`config.mk`:
```
export PLATFORM = sky130hd
export DESIGN_NAME = minmax_normalized_colormap_unit
export DESIGN_NICKNAME = d
export VERILOG_FILES = /design/src/hdl/mnc_pkg.sv /design/src/hdl/minmax_normalized_colormap_unit.sv /design/src/hdl/mnc_ctrl.sv /design/src/hdl/mnc_dpath.sv
export VERILOG_INCLUDE_DIRS = /design/src /design/src/hdl
export SDC_FILE = /design/constraint.sdc
export NUM_CORES = 1
export LEC_CHECK = 0
export ABC_AREA = 0
export BUFFER_PORTS_ARGS = -buffer_cell sky130_fd_sc_hd__buf_2
export CORE_MARGIN = 10
export CORE_UTILIZATION = 27
export DETAILED_ROUTE_END_ITERATION = 16
export SYNTH_ARGS = -nofsm -noshare
export SYNTH_HDL_FRONTEND = slang
export SYNTH_SLANG_ARGS = --single-unit
export TNS_END_PERCENT = 1
```
`constraint.sdc`:
```
create_clock -name clk -period 29.1 [get_ports clk]
set_input_delay 1.455 -clock clk [delete_from_list [all_inputs] [get_ports clk]]
set_output_delay 1.455 -clock clk [all_outputs]
set_load 0.01 [all_outputs]
```
`src/hdl/minmax_normalized_colormap_unit_defines.svh`:
```
// Assertion macros for the colormap unit.
`ifndef MINMAX_NORMALIZED_COLORMAP_UNIT_DEFINES_SVH
`define MINMAX_NORMALIZED_COLORMAP_UNIT_DEFINES_SVH
`ifndef SYNTHESIS
`define MNC_ASSERT_IMPL(label, clk, rst, prop) \
  label: assert property (@(posedge clk) disable iff (rst) prop) else $error("%m failed");
`define MNC_ASSERT_NORST(label, clk, prop) \
  label: assert property (@(posedge clk) prop) else $error("%m failed");
`else
`define MNC_ASSERT_IMPL(label, clk, rst, prop)
`define MNC_ASSERT_NORST(label, clk, prop)
`endif
`endif

```
`src/hdl/mnc_pkg.sv`:
```
// Shared types, constants and palette tables for the colormap unit.
package mnc_pkg;
  localparam int SampleBits = 16;
  localparam int FracBits   = 8;
  localparam int PalSize    = 32;
  localparam int IdxBits    = 5;
  localparam int DiffBits   = SampleBits + 1;
  localparam int NumBits    = DiffBits + IdxBits + FracBits;
  localparam int QuoBits    = IdxBits + FracBits;

  localparam logic [1:0] OP_CLEAR = 2'd0;
  localparam logic [1:0] OP_SCAN  = 2'd1;
  localparam logic [1:0] OP_MAP   = 2'd2;

  typedef struct packed {
    logic clear;
    logic scan;
    logic map_start;
    logic div_step;
    logic out_load;
  } mnc_cmd_t;

  typedef struct packed {
    logic div_done;
    logic empty;
  } mnc_sts_t;

  // Palette entry packed {r,g,b}.
  function automatic logic [23:0] jet_rgb(input logic [IdxBits-1:0] i);
    logic [23:0] v;
    case (i)
      5'd0: v = 24'h0000A0; 5'd1: v = 24'h0000C0; 5'd2: v = 24'h0000E0;
      5'd3: v = 24'h0000FF; 5'd4: v = 24'h0020FF; 5'd5: v = 24'h0040FF;
      5'd6: v = 24'h0060FF; 5'd7: v = 24'h0080FF; 5'd8: v = 24'h00A0FF;
      5'd9: v = 24'h00C0FF; 5'd10: v = 24'h00E0FF; 5'd11: v = 24'h00FFFF;
      5'd12: v = 24'h20FFE0; 5'd13: v = 24'h40FFC0; 5'd14: v = 24'h60FFA0;
      5'd15: v = 24'h80FF80; 5'd16: v = 24'hA0FF60; 5'd17: v = 24'hC0FF40;
      5'd18: v = 24'hE0FF20; 5'd19: v = 24'hFFFF00; 5'd20: v = 24'hFFE000;
      5'd21: v = 24'hFFC000; 5'd22: v = 24'hFFA000; 5'd23: v = 24'hFF8000;
      5'd24: v = 24'hFF6000; 5'd25: v = 24'hFF4000; 5'd26: v = 24'hFF2000;
      5'd27: v = 24'hFF0000; 5'd28: v = 24'hE00000; 5'd29: v = 24'hC00000;
      5'd30: v = 24'hA00000; default: v = 24'h800000;
    endcase
    return v;
  endfunction

  function automatic logic [23:0] hot_rgb(input logic [IdxBits-1:0] i);
    logic [23:0] v;
    case (i)
      5'd0: v = 24'h150000; 5'd1: v = 24'h2B0000; 5'd2: v = 24'h400000;
      5'd3: v = 24'h550000; 5'd4: v = 24'h6B0000; 5'd5: v = 24'h800000;
      5'd6: v = 24'h950000; 5'd7: v = 24'hAB0000; 5'd8: v = 24'hC00000;
      5'd9: v = 24'hD50000; 5'd10: v = 24'hEB0000; 5'd11: v = 24'hFF0000;
      5'd12: v = 24'hFF1500; 5'd13: v = 24'hFF2B00; 5'd14: v = 24'hFF4000;
      5'd15: v = 24'hFF5500; 5'd16: v = 24'hFF6B00; 5'd17: v = 24'hFF8000;
      5'd18: v = 24'hFF9500; 5'd19: v = 24'hFFAB00; 5'd20: v = 24'hFFC000;
      5'd21: v = 24'hFFD500; 5'd22: v = 24'hFFEB00; 5'd23: v = 24'hFFFF00;
      5'd24: v = 24'hFFFF20; 5'd25: v = 24'hFFFF40; 5'd26: v = 24'hFFFF60;
      5'd27: v = 24'hFFFF80; 5'd28: v = 24'hFFFFA0; 5'd29: v = 24'hFFFFC0;
      5'd30: v = 24'hFFFFE0; default: v = 24'hFFFFFF;
    endcase
    return v;
  endfunction
endpackage

```
`src/hdl/minmax_normalized_colormap_unit.sv`:
```
// Top level of the min-max normalized colormap unit.
// Clear and scan transfers give no result.
// Map: the divider runs 13 steps, one quotient bit a cycle, then the blended
// pixel loads into the output registers once the output is free; next input is taken back in idle.
// One item is in work at a time; the divider loop sets the rate.
// Synchronous active-high rst zeroes min/max and palette, sets the empty flag.
module minmax_normalized_colormap_unit (
  input  logic                                  clk,
  input  logic                                  rst,
  input  logic                                  cfg_we,
  input  logic                                  cfg_wdata,
  input  logic                                  in_valid,
  output logic                                  in_ready,
  input  logic [1:0]                            opcode,
  input  logic signed [mnc_pkg::SampleBits-1:0] sample,
  output logic                                  out_valid,
  input  logic                                  out_ready,
  output logic [7:0]                            blue,
  output logic [7:0]                            green,
  output logic [7:0]                            red
);
  import mnc_pkg::*;
  `include "minmax_normalized_colormap_unit_defines.svh"

  mnc_cmd_t cmd;
  mnc_sts_t sts;
  logic     palette_select;

  // Palette select register; the user must write it only while idle (the block does not enforce this).
  always_ff @(posedge clk) begin
    if (rst) palette_select <= 1'b0;
    else if (cfg_we) palette_select <= cfg_wdata;
  end

  mnc_ctrl u_ctrl (
    .clk, .rst, .in_valid, .opcode, .in_ready, .out_valid, .out_ready,
    .cmd, .sts
  );

  mnc_dpath u_dpath (
    .clk, .rst, .palette_select, .sample, .cmd, .sts, .blue, .green, .red
  );

  // Clear and scan never start a division.
  `MNC_ASSERT_IMPL(a_one_cmd, clk, rst, $onehot0({cmd.clear, cmd.scan, cmd.map_start}))
  // No transfer is taken while a map is in the divider.
  `MNC_ASSERT_IMPL(a_busy, clk, rst, cmd.div_step |-> !in_ready)
  // A result loads only after the divider finished.
  `MNC_ASSERT_IMPL(a_load, clk, rst, cmd.out_load |-> $past(sts.div_done))
endmodule

```
`src/hdl/mnc_ctrl.sv`:
```
// Controller state machine for the colormap unit.
module mnc_ctrl (
  input  logic              clk,
  input  logic              rst,
  input  logic              in_valid,
  input  logic [1:0]        opcode,
  output logic              in_ready,
  output logic              out_valid,
  input  logic              out_ready,
  output mnc_pkg::mnc_cmd_t cmd,
  input  mnc_pkg::mnc_sts_t sts
);
  import mnc_pkg::*;

  typedef enum logic [2:0] {
    S_IDLE = 3'b001,
    S_DIV  = 3'b010,
    S_OUT  = 3'b100
  } state_t;

  state_t state, state_next;
  logic   acc;
  logic   out_take;

  assign out_take = out_valid && out_ready;
  assign in_ready = (state == S_IDLE) && (!out_valid || out_ready);
  assign acc      = in_valid && in_ready;

  always_comb begin
    state_next    = state;
    cmd           = '0;
    cmd.clear     = acc && opcode == OP_CLEAR;
    cmd.scan      = acc && opcode == OP_SCAN;
    cmd.map_start = acc && opcode == OP_MAP;
    case (state)
      S_IDLE: begin
        if (cmd.map_start) state_next = S_DIV;
      end
      S_DIV: begin
        cmd.div_step = 1'b1;
        if (sts.div_done) state_next = S_OUT;
      end
      S_OUT: begin
        if (!out_valid || out_ready) begin
          cmd.out_load = 1'b1;
          state_next   = S_IDLE;
        end
      end
      default: state_next = S_IDLE;
    endcase
  end

  always_ff @(posedge clk) begin
    if (rst) begin
      state     <= S_IDLE;
      out_valid <= 1'b0;
    end else begin
      state <= state_next;
      if (cmd.out_load) out_valid <= 1'b1;
      else if (out_take) out_valid <= 1'b0;
    end
  end
endmodule

```
`src/hdl/mnc_dpath.sv`:
```
// Datapath: min/max registers, restoring divider, palette blend.
module mnc_dpath (
  input  logic                              clk,
  input  logic                              rst,
  input  logic                              palette_select,
  input  logic signed [mnc_pkg::SampleBits-1:0] sample,
  input  mnc_pkg::mnc_cmd_t                 cmd,
  output mnc_pkg::mnc_sts_t                 sts,
  output logic [7:0]                        blue,
  output logic [7:0]                        green,
  output logic [7:0]                        red
);
  import mnc_pkg::*;

  localparam int CntBits = $clog2(QuoBits + 1);

  logic signed [SampleBits-1:0] run_min, run_max;
  logic                         empty;
  logic                         map_empty;
  logic [NumBits-1:0]           num;
  logic [NumBits-1:0]           num_init;
  logic [DiffBits:0]            rem;
  logic [DiffBits-1:0]          den;
  logic [QuoBits-1:0]           quo;
  logic [CntBits-1:0]           cnt;
  logic signed [SampleBits-1:0] xs;
  logic [DiffBits-1:0]          diff;
  logic [DiffBits:0]            rem_sh;
  logic [IdxBits-1:0]           idx, nxt;
  logic [FracBits-1:0]          frac;
  logic [23:0]                  c0, c1;
  logic [FracBits:0]            w0;
  logic [7:0]                   mix [3];

  always_comb begin
    xs = sample;
    if (sample < run_min) xs = run_min;
    if (sample > run_max) xs = run_max;
    diff = DiffBits'(signed'({xs[SampleBits-1], xs}) -
                     signed'({run_min[SampleBits-1], run_min}));
  end

  assign sts.empty    = empty;
  assign sts.div_done = (cnt == CntBits'(QuoBits - 1));
  assign rem_sh       = {rem[DiffBits-1:0], num[NumBits-1]};
  assign num_init     = NumBits'({diff, FracBits'(0)} * 31);

  always_ff @(posedge clk) begin
    if (rst) begin
      run_min <= '0;
      run_max <= '0;
      empty   <= 1'b1;
    end else if (cmd.clear) begin
      run_min <= '0;
      run_max <= '0;
      empty   <= 1'b1;
    end else if (cmd.scan) begin
      empty <= 1'b0;
      if (empty || sample < run_min) run_min <= sample;
      if (empty || sample > run_max) run_max <= sample;
    end
  end

  // Restoring division, one quotient bit per cycle. Quotient < 32*256, so
  // the numerator bits above the low QuoBits preload the remainder.
  always_ff @(posedge clk) begin
    if (cmd.map_start) begin
      num       <= num_init << (NumBits - QuoBits);
      rem       <= {1'b0, num_init[NumBits-1:QuoBits]};
      den       <= DiffBits'({run_max[SampleBits-1], run_max} -
                             {run_min[SampleBits-1], run_min}) + DiffBits'(1);
      quo       <= '0;
      cnt       <= '0;
      map_empty <= empty;
    end else if (cmd.div_step) begin
      num <= num << 1;
      cnt <= cnt + CntBits'(1);
      if (rem_sh >= {1'b0, den}) begin
        rem <= rem_sh - {1'b0, den};
        quo <= {quo[QuoBits-2:0], 1'b1};
      end else begin
        rem <= rem_sh;
        quo <= {quo[QuoBits-2:0], 1'b0};
      end
    end
  end

  always_comb begin
    idx  = map_empty ? '0 : quo[QuoBits-1:FracBits];
    frac = map_empty ? '0 : quo[FracBits-1:0];
    nxt  = (frac != 0 && idx != IdxBits'(PalSize - 1)) ? idx + IdxBits'(1) : idx;
    c0   = palette_select ? hot_rgb(idx) : jet_rgb(idx);
    c1   = palette_select ? hot_rgb(nxt) : jet_rgb(nxt);
    w0   = (FracBits + 1)'(1 << FracBits) - {1'b0, frac};
    for (int c = 0; c < 3; c++) begin
      mix[c] = 8'((({8'd0, c0[c*8 +: 8]} * 16'(w0)) +
                   ({8'd0, c1[c*8 +: 8]} * 16'(frac))) >> FracBits);
    end
  end

  always_ff @(posedge clk) begin
    if (cmd.out_load) begin
      blue  <= mix[0];
      green <= mix[1];
      red   <= mix[2];
    end
  end
endmodule
```
Word level (Yosys, flattened, before mapping)
Memories as Yosys holds them, arrays and structs flattened.
Index checks and enable logic that the tools add are counted.
Widths: inputs -> output; s select.
{"block": "totals", "output_inout_bits": 26, "register_bits": 119, "in_bits": 24, "n_memories": 4, "mem_bits_ro": 3072}
{"memory": "(no name shown)", "words": 32, "word_bits": 24, "rd": 1, "rd_clocked_by_memory_dff": 0, "wr": 0, "line": "mnc_pkg.sv:49", "source": "case (i)"}
{"memory": "(no name shown)", "words": 32, "word_bits": 24, "rd": 1, "rd_clocked_by_memory_dff": 0, "wr": 0, "line": "mnc_pkg.sv:31", "source": "case (i)"}
{"memory": "(no name shown)", "words": 32, "word_bits": 24, "rd": 1, "rd_clocked_by_memory_dff": 0, "wr": 0, "line": "mnc_pkg.sv:49"}
{"memory": "(no name shown)", "words": 32, "word_bits": 24, "rd": 1, "rd_clocked_by_memory_dff": 0, "wr": 0, "line": "mnc_pkg.sv:31"}
{"block": "classes", "add_sub_neg": 10, "n_reduce_logical": 19, "mul": 7, "mux": 22, "eq_ne": 10, "magnitude_cmp": 3}
{"operator": "$mux 30", "n": 2}
{"operator": "$mux 17", "n": 3}
{"operator": "$add 16x16->16", "n": 3}
{"operator": "$mul 8x8->16", "n": 3}
{"operator": "$mul 8x9->16", "n": 3}
{"operator": "$mux 24", "n": 2}
{"operator": "$sub 16x16->17", "n": 2}
{"operator": "$mux 16", "n": 2}
{"operator": "$mul 17x5->22 const B", "n": 1}
{"operator": "$ge 18x17->1", "n": 1}
{"operator": "$add 17x1->17 const B", "n": 1}
{"operator": "$sub 17x17->17", "n": 1}
{"operator": "$gt 16x16->1", "n": 1}
{"operator": "$lt 16x16->1", "n": 1}
{"operator": "$mux 5", "n": 2}
{"operator": "$mux 3", "n": 3}
{"operator": "$pmux 3 s3", "n": 1}
{"operator": "$sub 9x8->9 const A", "n": 1}
{"operator": "$mux 8", "n": 1}
{"operator": "$reduce_bool 8->1", "n": 1}
{"operator": "$logic_and 1x1->1", "n": 7}
{"operator": "$mux 1", "n": 6}
{"operator": "$add 5x1->5 const B", "n": 1}
{"operator": "$ne 5x5->1 const B", "n": 1}
{"operator": "16 further kinds", "n": 21}

Longest topological paths before layout
Gate-level depths: netlist of the first run.
An unclocked memory read counts as a cell.
{"block": "logic_depth", "word_depth": 8, "mapped_depth": 39, "depth_no_buf": 38}

Cells and area by module
Synthesis of the first run repeated with hierarchy kept, for this count alone.
{"block": "hier_totals", "hier_cells": 2774, "area_unflattened_um2": 24020.5}
{"mod": "mnc_dpath", "cells_per_inst": 2742, "area_each_um2": 23736.5, "instances": 1, "seq_area_each_um2": 2922.8}
{"mod": "mnc_ctrl", "cells_per_inst": 29, "area_each_um2": 250.2, "instances": 1, "seq_area_each_um2": 80.1}
{"mod": "minmax_normalized_colormap_unit", "cells_per_inst": 3, "area_each_um2": 33.8, "instances": 1, "seq_area_each_um2": 20.0}

Least setup slack after synthesis of the first run
No wires, ideal clock.
{"block": "synth_path", "path_type": "register to register", "from": "register u_dpath.map_empty", "to": "register u_dpath.green[7] (data pin)", "t_arrival_ns": 9.080, "path_buffers": 3, "required_time_ns": 28.840, "stages_incl_launch_ff": 36, "slack_ns": 19.760, "cell_sequence": "edfxtp_1 > clkbuf_1 > nor2b_1 > clkinv_1 > clkbuf_1 > ha_1 > buf_2 > nor3b_2 > a221o_1 > mux2i_1 > inv_1 > ha_1 > a211o_1 > and3_1 > or2_2 > nand3_1 > nor2_1 > fa_1 > inv_1 > fa_1 > inv_1 > fa_1 > fa_1 > fa_1 > fa_1 > ha_1 > nand4_1 > nor2_1 > nand4_1 > a311oi_1 > o2111ai_1 > a311oi_1 > a211oi_1 > o21bai_1 > a21oi_1 > xnor2_1"}
{"item": "from (decl)", "line": "mnc_dpath.sv:19", "source": "logic map_empty;"}
{"item": "from (signal assigned)", "line": "mnc_dpath.sv:74", "source": "map_empty <= empty;"}
{"item": "to (signal assigned)", "line": "mnc_dpath.sv:104", "source": "green <= mix[1];"}
{"item": "to (decl)", "line": "mnc_dpath.sv:10", "source": "output logic [7:0] green,"}

==> results of run 1 <==
## per-stage QoR
stage	util (%)	setup slack (ns)	hold slack (ns)	instance area, um2
after floorplan	-	19.76	0.437	23700
after global placement	29.2	17.94	0.461	25400
after detailed placement	29.2	17.68	0.464	25400
after CTS	29.9	17.65	0.474	26000
after global routing	29.9	16.89	0.510	26000
final	29.9	17.54	0.478	26000
## per-layer routing
metal  GRT usage, %  up-vias  part of all wire (%)
li1               -     8913                     -
met1           16.8     8761                    46
met2           19.9      430                    45
met3           1.63      108                   4.6
met4           5.22        0                   3.9
met5              0        -                     0
## layout make-up
| class | instances | share of cell area (%) |
|---|---|---|
| well taps | 1155 | 5.56 |
| multi-input cells | 1967 | 70.0 |
| inverters | 602 | 8.69 |
| clock buffers | 18 | 1.69 |
| clock inverters | 14 | 0.654 |
| diodes | 1 | 0.00962 |
| flip-flops and latches | 119 | 11.6 |
| repair buffers | 77 | 1.75 |
## cell usage after synthesis (all sizes together) (8+ instances only)
cell	n	area share (%)
a21o	33	1.1
xor2	32	1.2
fa	328	28
and3	12	0.32
and2	25	0.66
o21a	14	0.44
a21boi	9	0.28
edfxtp	64	8.1
ha	323	17
o211ai	12	0.40
nor2	310	4.9
o21bai	10	0.32
o31ai	15	0.47
o21ai	80	1.7
nand2b	23	0.61
inv	597	9.5
a31oi	14	0.37
dfxtp	55	4.6
buf	14	0.30
or3	9	0.24
nor2b	24	0.63
nor3	41	0.87
a211oi	23	0.75
a21oi	125	2.7
o22ai	8	0.21
nand3	46	0.97
xnor2	80	3.0
clkbuf	54	0.86
mux2i	55	2.3
nand4	13	0.34
nand2	185	2.9
or2	28	0.74
## layout by cell type (no fill, tap or decap), drive strengths merged, types with 14 or more instances in the layout
cell	count
dfxtp	55
o21a	14
edfxtp	64
a21o	33
a21oi	125
nor3	41
ha	323
xor2	32
a31oi	14
nand2b	23
mux2i	55
buf	77
and2	25
nor2	310
or2	28
o31ai	15
o21ai	80
clkbuf	18
fa	328
xnor2	80
nor2b	24
nand2	185
inv	602
nand3	46
a211oi	23
## worst reg2reg max path: cells and delay by family, from the launching register on
| family | cells | cell delay [ns] |
|---|---|---|
| AO/OA/AOI/OAI | 8 | 2.46 |
| XOR/XNOR | 1 | 0.12 |
| adder cells (fa/ha/maj) | 9 | 4.06 |
| buffers and inverters | 4 | 0.69 |
| flip-flops | 1 | 0.84 |
| multiplexers | 1 | 0.76 |
| AND/OR/NAND/NOR | 9 | 2.39 |
## path summary, 6_finish.rpt
kind                                                  start                     endpoint  slack [ns]  cells past startpoint
worst max-delay path            u_dpath.map_empty$_DFFE_PP_   u_dpath.green[7]$_DFFE_PP_       17.54                     32
worst max register to register  u_dpath.map_empty$_DFFE_PP_   u_dpath.green[7]$_DFFE_PP_       17.54                     32
worst min register to register  u_dpath.quo[0]$_SDFFE_PP0P_  u_dpath.quo[1]$_SDFFE_PP0P_        0.48                      2
worst min-delay path            u_dpath.quo[0]$_SDFFE_PP0P_  u_dpath.quo[1]$_SDFFE_PP0P_        0.48                      2
## power by group through the flow
stage	combinational, mW	clock [mW]	sequential, mW
CTS	1.45	0.239	0.200
global route	1.67	0.243	0.201
detailed placement	1.44	0	0.203
floorplan	1.19	0	0.201
finish	1.44	0.230	0.200
global placement	1.43	0	0.203
## cell families after synthesis
group / share of synthesized area, %
AND/OR/NAND/NOR: 14.2
AO/OA/AOI/OAI: 10.8
flip-flops: 12.7
buffers and inverters: 10.7
adder cells (fa/ha/maj): 44.9
XOR/XNOR: 4.14
multiplexers: 2.53
## state kept, by name, summed over array words and instances, names as in the netlist
name               flops
u_dpath.red            8
u_dpath.green          8
u_dpath.blue           8
u_ctrl.state           3
u_dpath.den           17
u_dpath.map_empty      1
u_dpath.num            5
u_dpath.rem           17
u_ctrl.out_valid       1
palette_select         1
u_dpath.empty          1
u_dpath.run_max       16
u_dpath.cnt            4
u_dpath.quo           13
u_dpath.run_min       16
==> results by group, run 1 <==
Detailed routing
  – Starting DRT DRC Count: 1,248
  – Routed wire length: 59,400 um
  – DR WL/cell: 15.0 um
  – Vias per cell: 4.61
  – Vias post-DR: 18.2k
  – ANT nets after route: 0
  – DRC: 0
  – Drt pass-1 iters: 8

Synthesis
  – Post-Synthesis Cells: 2,756
  – Distinct cells, synth: 82
  – Syn nets: 3,431
  – Ys Warns: 0
  – Sequential fraction of the synthesis area: 12.7%
  – Top FF cell, synth: edfxtp_1
  – Number of synthesized flops with an enable pin: 64
  – Post-synth design cell area: 23,700 um2
  – Mean Syn Cell Area: 8.60 um2
  – FF+latch count, synth: 119
  – Ys async rst share: 0%

Worst setup path
  – Worst Setup End Kind: flip-flop
  – CP top delay family: adder cells
  – Worst Path Arrival: 11.79 ns
  – Kind of critical path: reg2reg
  – CP max stage delay: 0.84 ns
  – Bufs and invs on worst path: 4
  – Most used cell, CP: fa_1
  – Largest fanout on the critical path: 24
  – Worst Path Required: 29.32 ns
  – Startpoint types: flip-flop
  – CP max stage cell: edfxtp_1

Clock tree
  – Clock root buffer: clkbuf_16
  – CTS max path bufs: 2
  – Setup Buffers After CTS: 0
  – TritonCTS Sinks: 119
  – H-tree depth: 4
  – CTS resizes: 0
  – Total CTS buffers: 17
  – CTS tree: yes
  – Skew-Pair Late Insertion Delay: 0.48 ns
  – Worst-path clk slew: 0.07 ns
  – Hold_buf cts: 0

Floorplan
  – I/O pins: 50
  – FP Rows: 108
  – Die ar.: 100,000 um2
  – Die H: 316 um
  – Core Region: 86,900 um2
  – Die width: 316 um
  – Initial Utilization: 27.3%

STA
  – Max Transition Viols Final: 0
  – Headroom to the max-slew limit: 28.1%
  – Final worst path period share: 39.7%
  – Fmax: 86.5 MHz
  – Final Hold Fails: 0
  – Final setup viols: 0
  – TNS Setup: 0 ns
  – Slew @ Worst Pin: 1.07 ns
  – RSZ-0062 raised after global routing: false
  – Min Tclk post-route: 11.56 ns
  – Clk_skew: 0.0162 ns

Cells and area
  – Fill count: 9,232
  – Multi-input gate area: 18,200 um2
  – Area Overhead vs Synth: 9.69%
  – Layout Nets: 3,459
  – Reg area: 3020 um2
  – Share of cells above drive strength 1: 5.72%
  – Final cell count without fillers: 3,953

Place
  – Placed Cells: 3,920
  – Port bufs: 49
  – Gp weighted congestion: 0.921
  – DP HPWL: 49,200 um

Power
  – Leakage: 12.9 nW
  – Switching power: 0.909 mW
  – Pwr Density: 72.0 nW/um2
  – Switching share of power: 48.5%
  – Tot Pwr: 1.87 mW
  – Clock Power Share: 12.3%
  – Gate power share: 77.0%
  – Sequential share of power: 10.7%
  – P_int: 0.964 mW
  – Max IR drop VDD: 0.114 mV

Min path
  – Hold Path Class: reg2reg

GRT
  – Vias in the first global route: 18.8k
  – Initial antenna violation count: 1
  – Largest net degree at the start of global routing: 60
  – Total gr overflow: 0
  – First-pass GRT wire length: 99,500 um
  – GR Util All Layers: 12.4%

Status
  – Outcome: completed

Job
  – Max_cap viols: 0
Note: power is estimated with default switching activity, not from simulation.
==> run 2: changes to the inputs <==
--- a/config.mk
+++ b/config.mk
@@ -6,7 +6,7 @@
 export SDC_FILE = /design/constraint.sdc
 export NUM_CORES = 1
 export LEC_CHECK = 0
-export ABC_AREA = 0
+export ABC_AREA = 1
 export BUFFER_PORTS_ARGS = -buffer_cell sky130_fd_sc_hd__buf_2
 export CORE_MARGIN = 10
 export CORE_UTILIZATION = 27
==> constraint.sdc (replaced) <==
create_clock -name clk -period 11.3 [get_ports clk]
set_input_delay 0.565 -clock clk [delete_from_list [all_inputs] [get_ports clk]]
set_output_delay 0.565 -clock clk [all_outputs]
set_load 0.01 [all_outputs]
==> run 2 against run 1 <==
Effect of this change: routed wire length up 6.1%; global-route usage grew 0.10 points; die area grew 2.4%; largest cell class unchanged; critical path depth up 3; fmax is 28% higher; first-iteration DRC count down 3.0%; synthesized cell count increased by 14%; highest routed layer unchanged.
==> results by group, run 2 <==
Synthesis
  – Most common library cells after synthesis: 773 x inv_1, 485 x nand2_1, 351 x nor2_1
  – Post-synth design cell area: 24,300 um2 (+2.6%)
  – Number of synthesized flops with an enable pin: 64 (unchanged)
  – Post-Synthesis Cells: 3,148 (+14%)
  – Sequential fraction of the synthesis area: 12.4% (-0.32 points)
  – Top cells by area, synth: fa_1 27%, ha_1 17%, inv_1 12%
  – Top FF cell, synth: edfxtp_1
  – Post-synth top area share: 27.0% (-0.70 points)
  – Yosys top cell by area: fa_1
  – Distinct cells, synth: 61 (-26%)
  – Ys Warns: 0 (unchanged)
  – FF+latch count, synth: 119 (unchanged)
  – Most frequent cell after synthesis: inv_1
  – Ys async rst share: 0% (unchanged)
  – Mean Syn Cell Area: 7.73 um2 (-10%)
  – Syn nets: 3,823 (+11%)

STA
  – Max Transition Viols Final: 0 (unchanged)
  – Min Tclk post-route: 9.01 ns (-2.55 ns)
  – Fmax: 111 MHz (+28%)
  – Clk_skew: 0.0114 ns (-0.00480 ns)
  – Final worst path period share: 79.7% (+40 points)
  – Final setup viols: 0 (unchanged)
  – TNS Setup: 0 ns (unchanged)
  – RSZ-0062 raised after global routing: false
  – Slew @ Worst Pin: 1.10 ns (+0.0248 ns)
  – Headroom to the max-slew limit: 26.7% (-1.4 points)
  – Final Hold Fails: 0 (unchanged)

GRT
  – Initial antenna violation count: 0 (-1)
  – GR Util All Layers: 12.5% (+0.10 points)
  – Largest net degree at the start of global routing: 43 (-28%)
  – Vias in the first global route: 19.9k (+5.7%)
  – Total gr overflow: 0 (unchanged)
  – First-pass GRT wire length: 104,000 um (+4.6%)

Worst setup path
  – Worst Path Arrival: 9.25 ns (-2.54 ns)
  – CP max stage delay: 0.56 ns (-0.28 ns)
  – R2R depth: 35 (+9.4%)
  – Kind of critical path: reg2reg
  – CP max stage cell: nor2_1
  – Worst Setup End Kind: flip-flop
  – Startpoint types: flip-flop
  – Worst Path Required: 11.54 ns (-17.78 ns)
  – Largest fanout on the critical path: 19 (-21%)
  – Most used cell, CP: nand2_1

Place
  – Port bufs: 49 (unchanged)
  – Gp weighted congestion: 0.938 (+1.9%)
  – DP HPWL: 52,800 um (+7.4%)
  – Dpl cell area: 26,000 um2 (+2.2%)

Clock tree
  – Skew-Pair Late Insertion Delay: 0.48 ns (about the same)
  – Worst-path clk slew: 0.07 ns (about the same)
  – Clock root buffer: clkbuf_16
  – CTS resizes: 0 (unchanged)
  – CTS max path bufs: 2 (unchanged)
  – Hold_buf cts: 0 (unchanged)
  – TritonCTS Sinks: 119 (unchanged)
  – Total CTS buffers: 17 (unchanged)
  – H-tree depth: 4 (unchanged)
  – CTS tree: yes
  – Setup Buffers After CTS: 0 (unchanged)

Min path
  – Hold Path Class: in2reg
  – WHS Path Cells: 2 (unchanged)

Detailed routing
  – DRC: 0 (unchanged)
  – Vias per cell: 4.50 (-2.3%)
  – Vias post-DR: 19.6k (+7.8%)
  – DR WL/cell: 14.4 um (-3.9%)
  – Drt pass-1 iters: 8 (unchanged)
  – ANT nets after route: 0 (unchanged)
  – Routed wire length: 63,000 um (+6.1%)
  – Starting DRT DRC Count: 1,210 (-3.0%)

Cells and area
  – Top Registers: u_dpath.den: 17 flops, u_dpath.rem: 17 flops
  – Layout Nets: 3,850 (+11%)
  – Final Cell Area: 26,600 um2 (+2.1%)
  – Area Overhead vs Synth: 9.19%
  – Share of cells above drive strength 1: 4.71% (-1.0 points)
  – Ant. Diodes: 0 (-1)
  – Commonest non-fill, non-tap cell in the layout: inv_1
  – Most frequent cells in the layout: 773 x inv_1, 485 x nand2_1, 348 x nor2_1, 328 x fa_1, 323 x ha_1

Job
  – Max_cap viols: 0 (unchanged)

Floorplan
  – Die H: 320 um (+1.2%)
  – Die ar.: 103,000 um2 (+2.4%)
  – Die width: 320 um (+1.2%)
  – Initial Utilization: 27.1% (-0.18 points)
  – Core Region: 89,700 um2 (+3.3%)
  – FP Rows: 110 (+1.9%)
  – I/O pins: 50 (unchanged)

Status
  – Outcome: completed
-- run 2: worst paths after layout --
kind	start	to	slack, ns
hold reg to reg	u_dpath.run_min[10]$_SDFFE_PP0P_	u_dpath.run_min[10]$_SDFFE_PP0P_	0.48
setup / recovery	u_dpath.map_empty$_DFFE_PP_	u_dpath.green[7]$_DFFE_PP_	2.29
setup reg to reg	u_dpath.map_empty$_DFFE_PP_	u_dpath.green[7]$_DFFE_PP_	2.29
hold / removal	rst	u_ctrl.state[2]$_SDFFE_PP0P_	0.38
-- run 2: critical path: cells and delay by family (launching register included) --
family,cells,cell delay (ns)
flip-flops,1,0.54
AND/OR/NAND/NOR,15,2.41
adder cells (fa/ha/maj),8,3.65
AO/OA/AOI/OAI,4,0.89
buffers and inverters,8,1.22
-- run 2: logic make-up (layout without fill, tap and decap cells) --
logic type / after synthesis / after routing / share of synthesized area [%]
and+or+nand+nor: 1034 / 1034 / 17.5
buffers and inverters: 845 / 885 / 13.2
adders and majority gates: 651 / 651 / 43.6
AOI/OAI and AO/OA: 394 / 394 / 9.46
DFF: 119 / 119 / 12.4
xor gates and xnor gates: 105 / 105 / 3.84
-- run 2: area by class of cell --
type	instances	area [um2]
clock buffers	20	479
clock inverters	12	131
fillers	9764	63200
inverters	789	2960
multi-input cells	2184	18100
flip-flops and latches	119	3020
well taps	1176	1470
repair buffers	64	358
-- run 2: stage by stage --
| stage | hold slack, ns | worst slack [ns] | util, % | std cells |
|---|---|---|---|---|
| 2_1_floorplan | 0.423 | 3.69 | - | 3148 |
| 3_5_place_dp | 0.468 | 2.41 | 28.9 | 4332 |
| 5_1_grt | 0.374 | 1.68 | 29.6 | 4364 |
| 4_1_cts | 0.339 | 2.38 | 29.6 | 4364 |
| 6_report | 0.377 | 2.29 | 29.6 | 4364 |
| 3_3_place_gp | 0.452 | 2.66 | 28.9 | 4332 |
-- run 2: metal layers --
layer	part of all wire, %	track usage [%]	vias up
met5	0	0	-
met4	2.5	3.75	0
met3	5.1	1.93	89
met2	44	20.0	457
met1	48	17.3	9300
li1	-	-	9788
Power of run 2 is not shown: default switching activity piles up to over one toggle a cycle in this logic, so the estimate is an artifact.
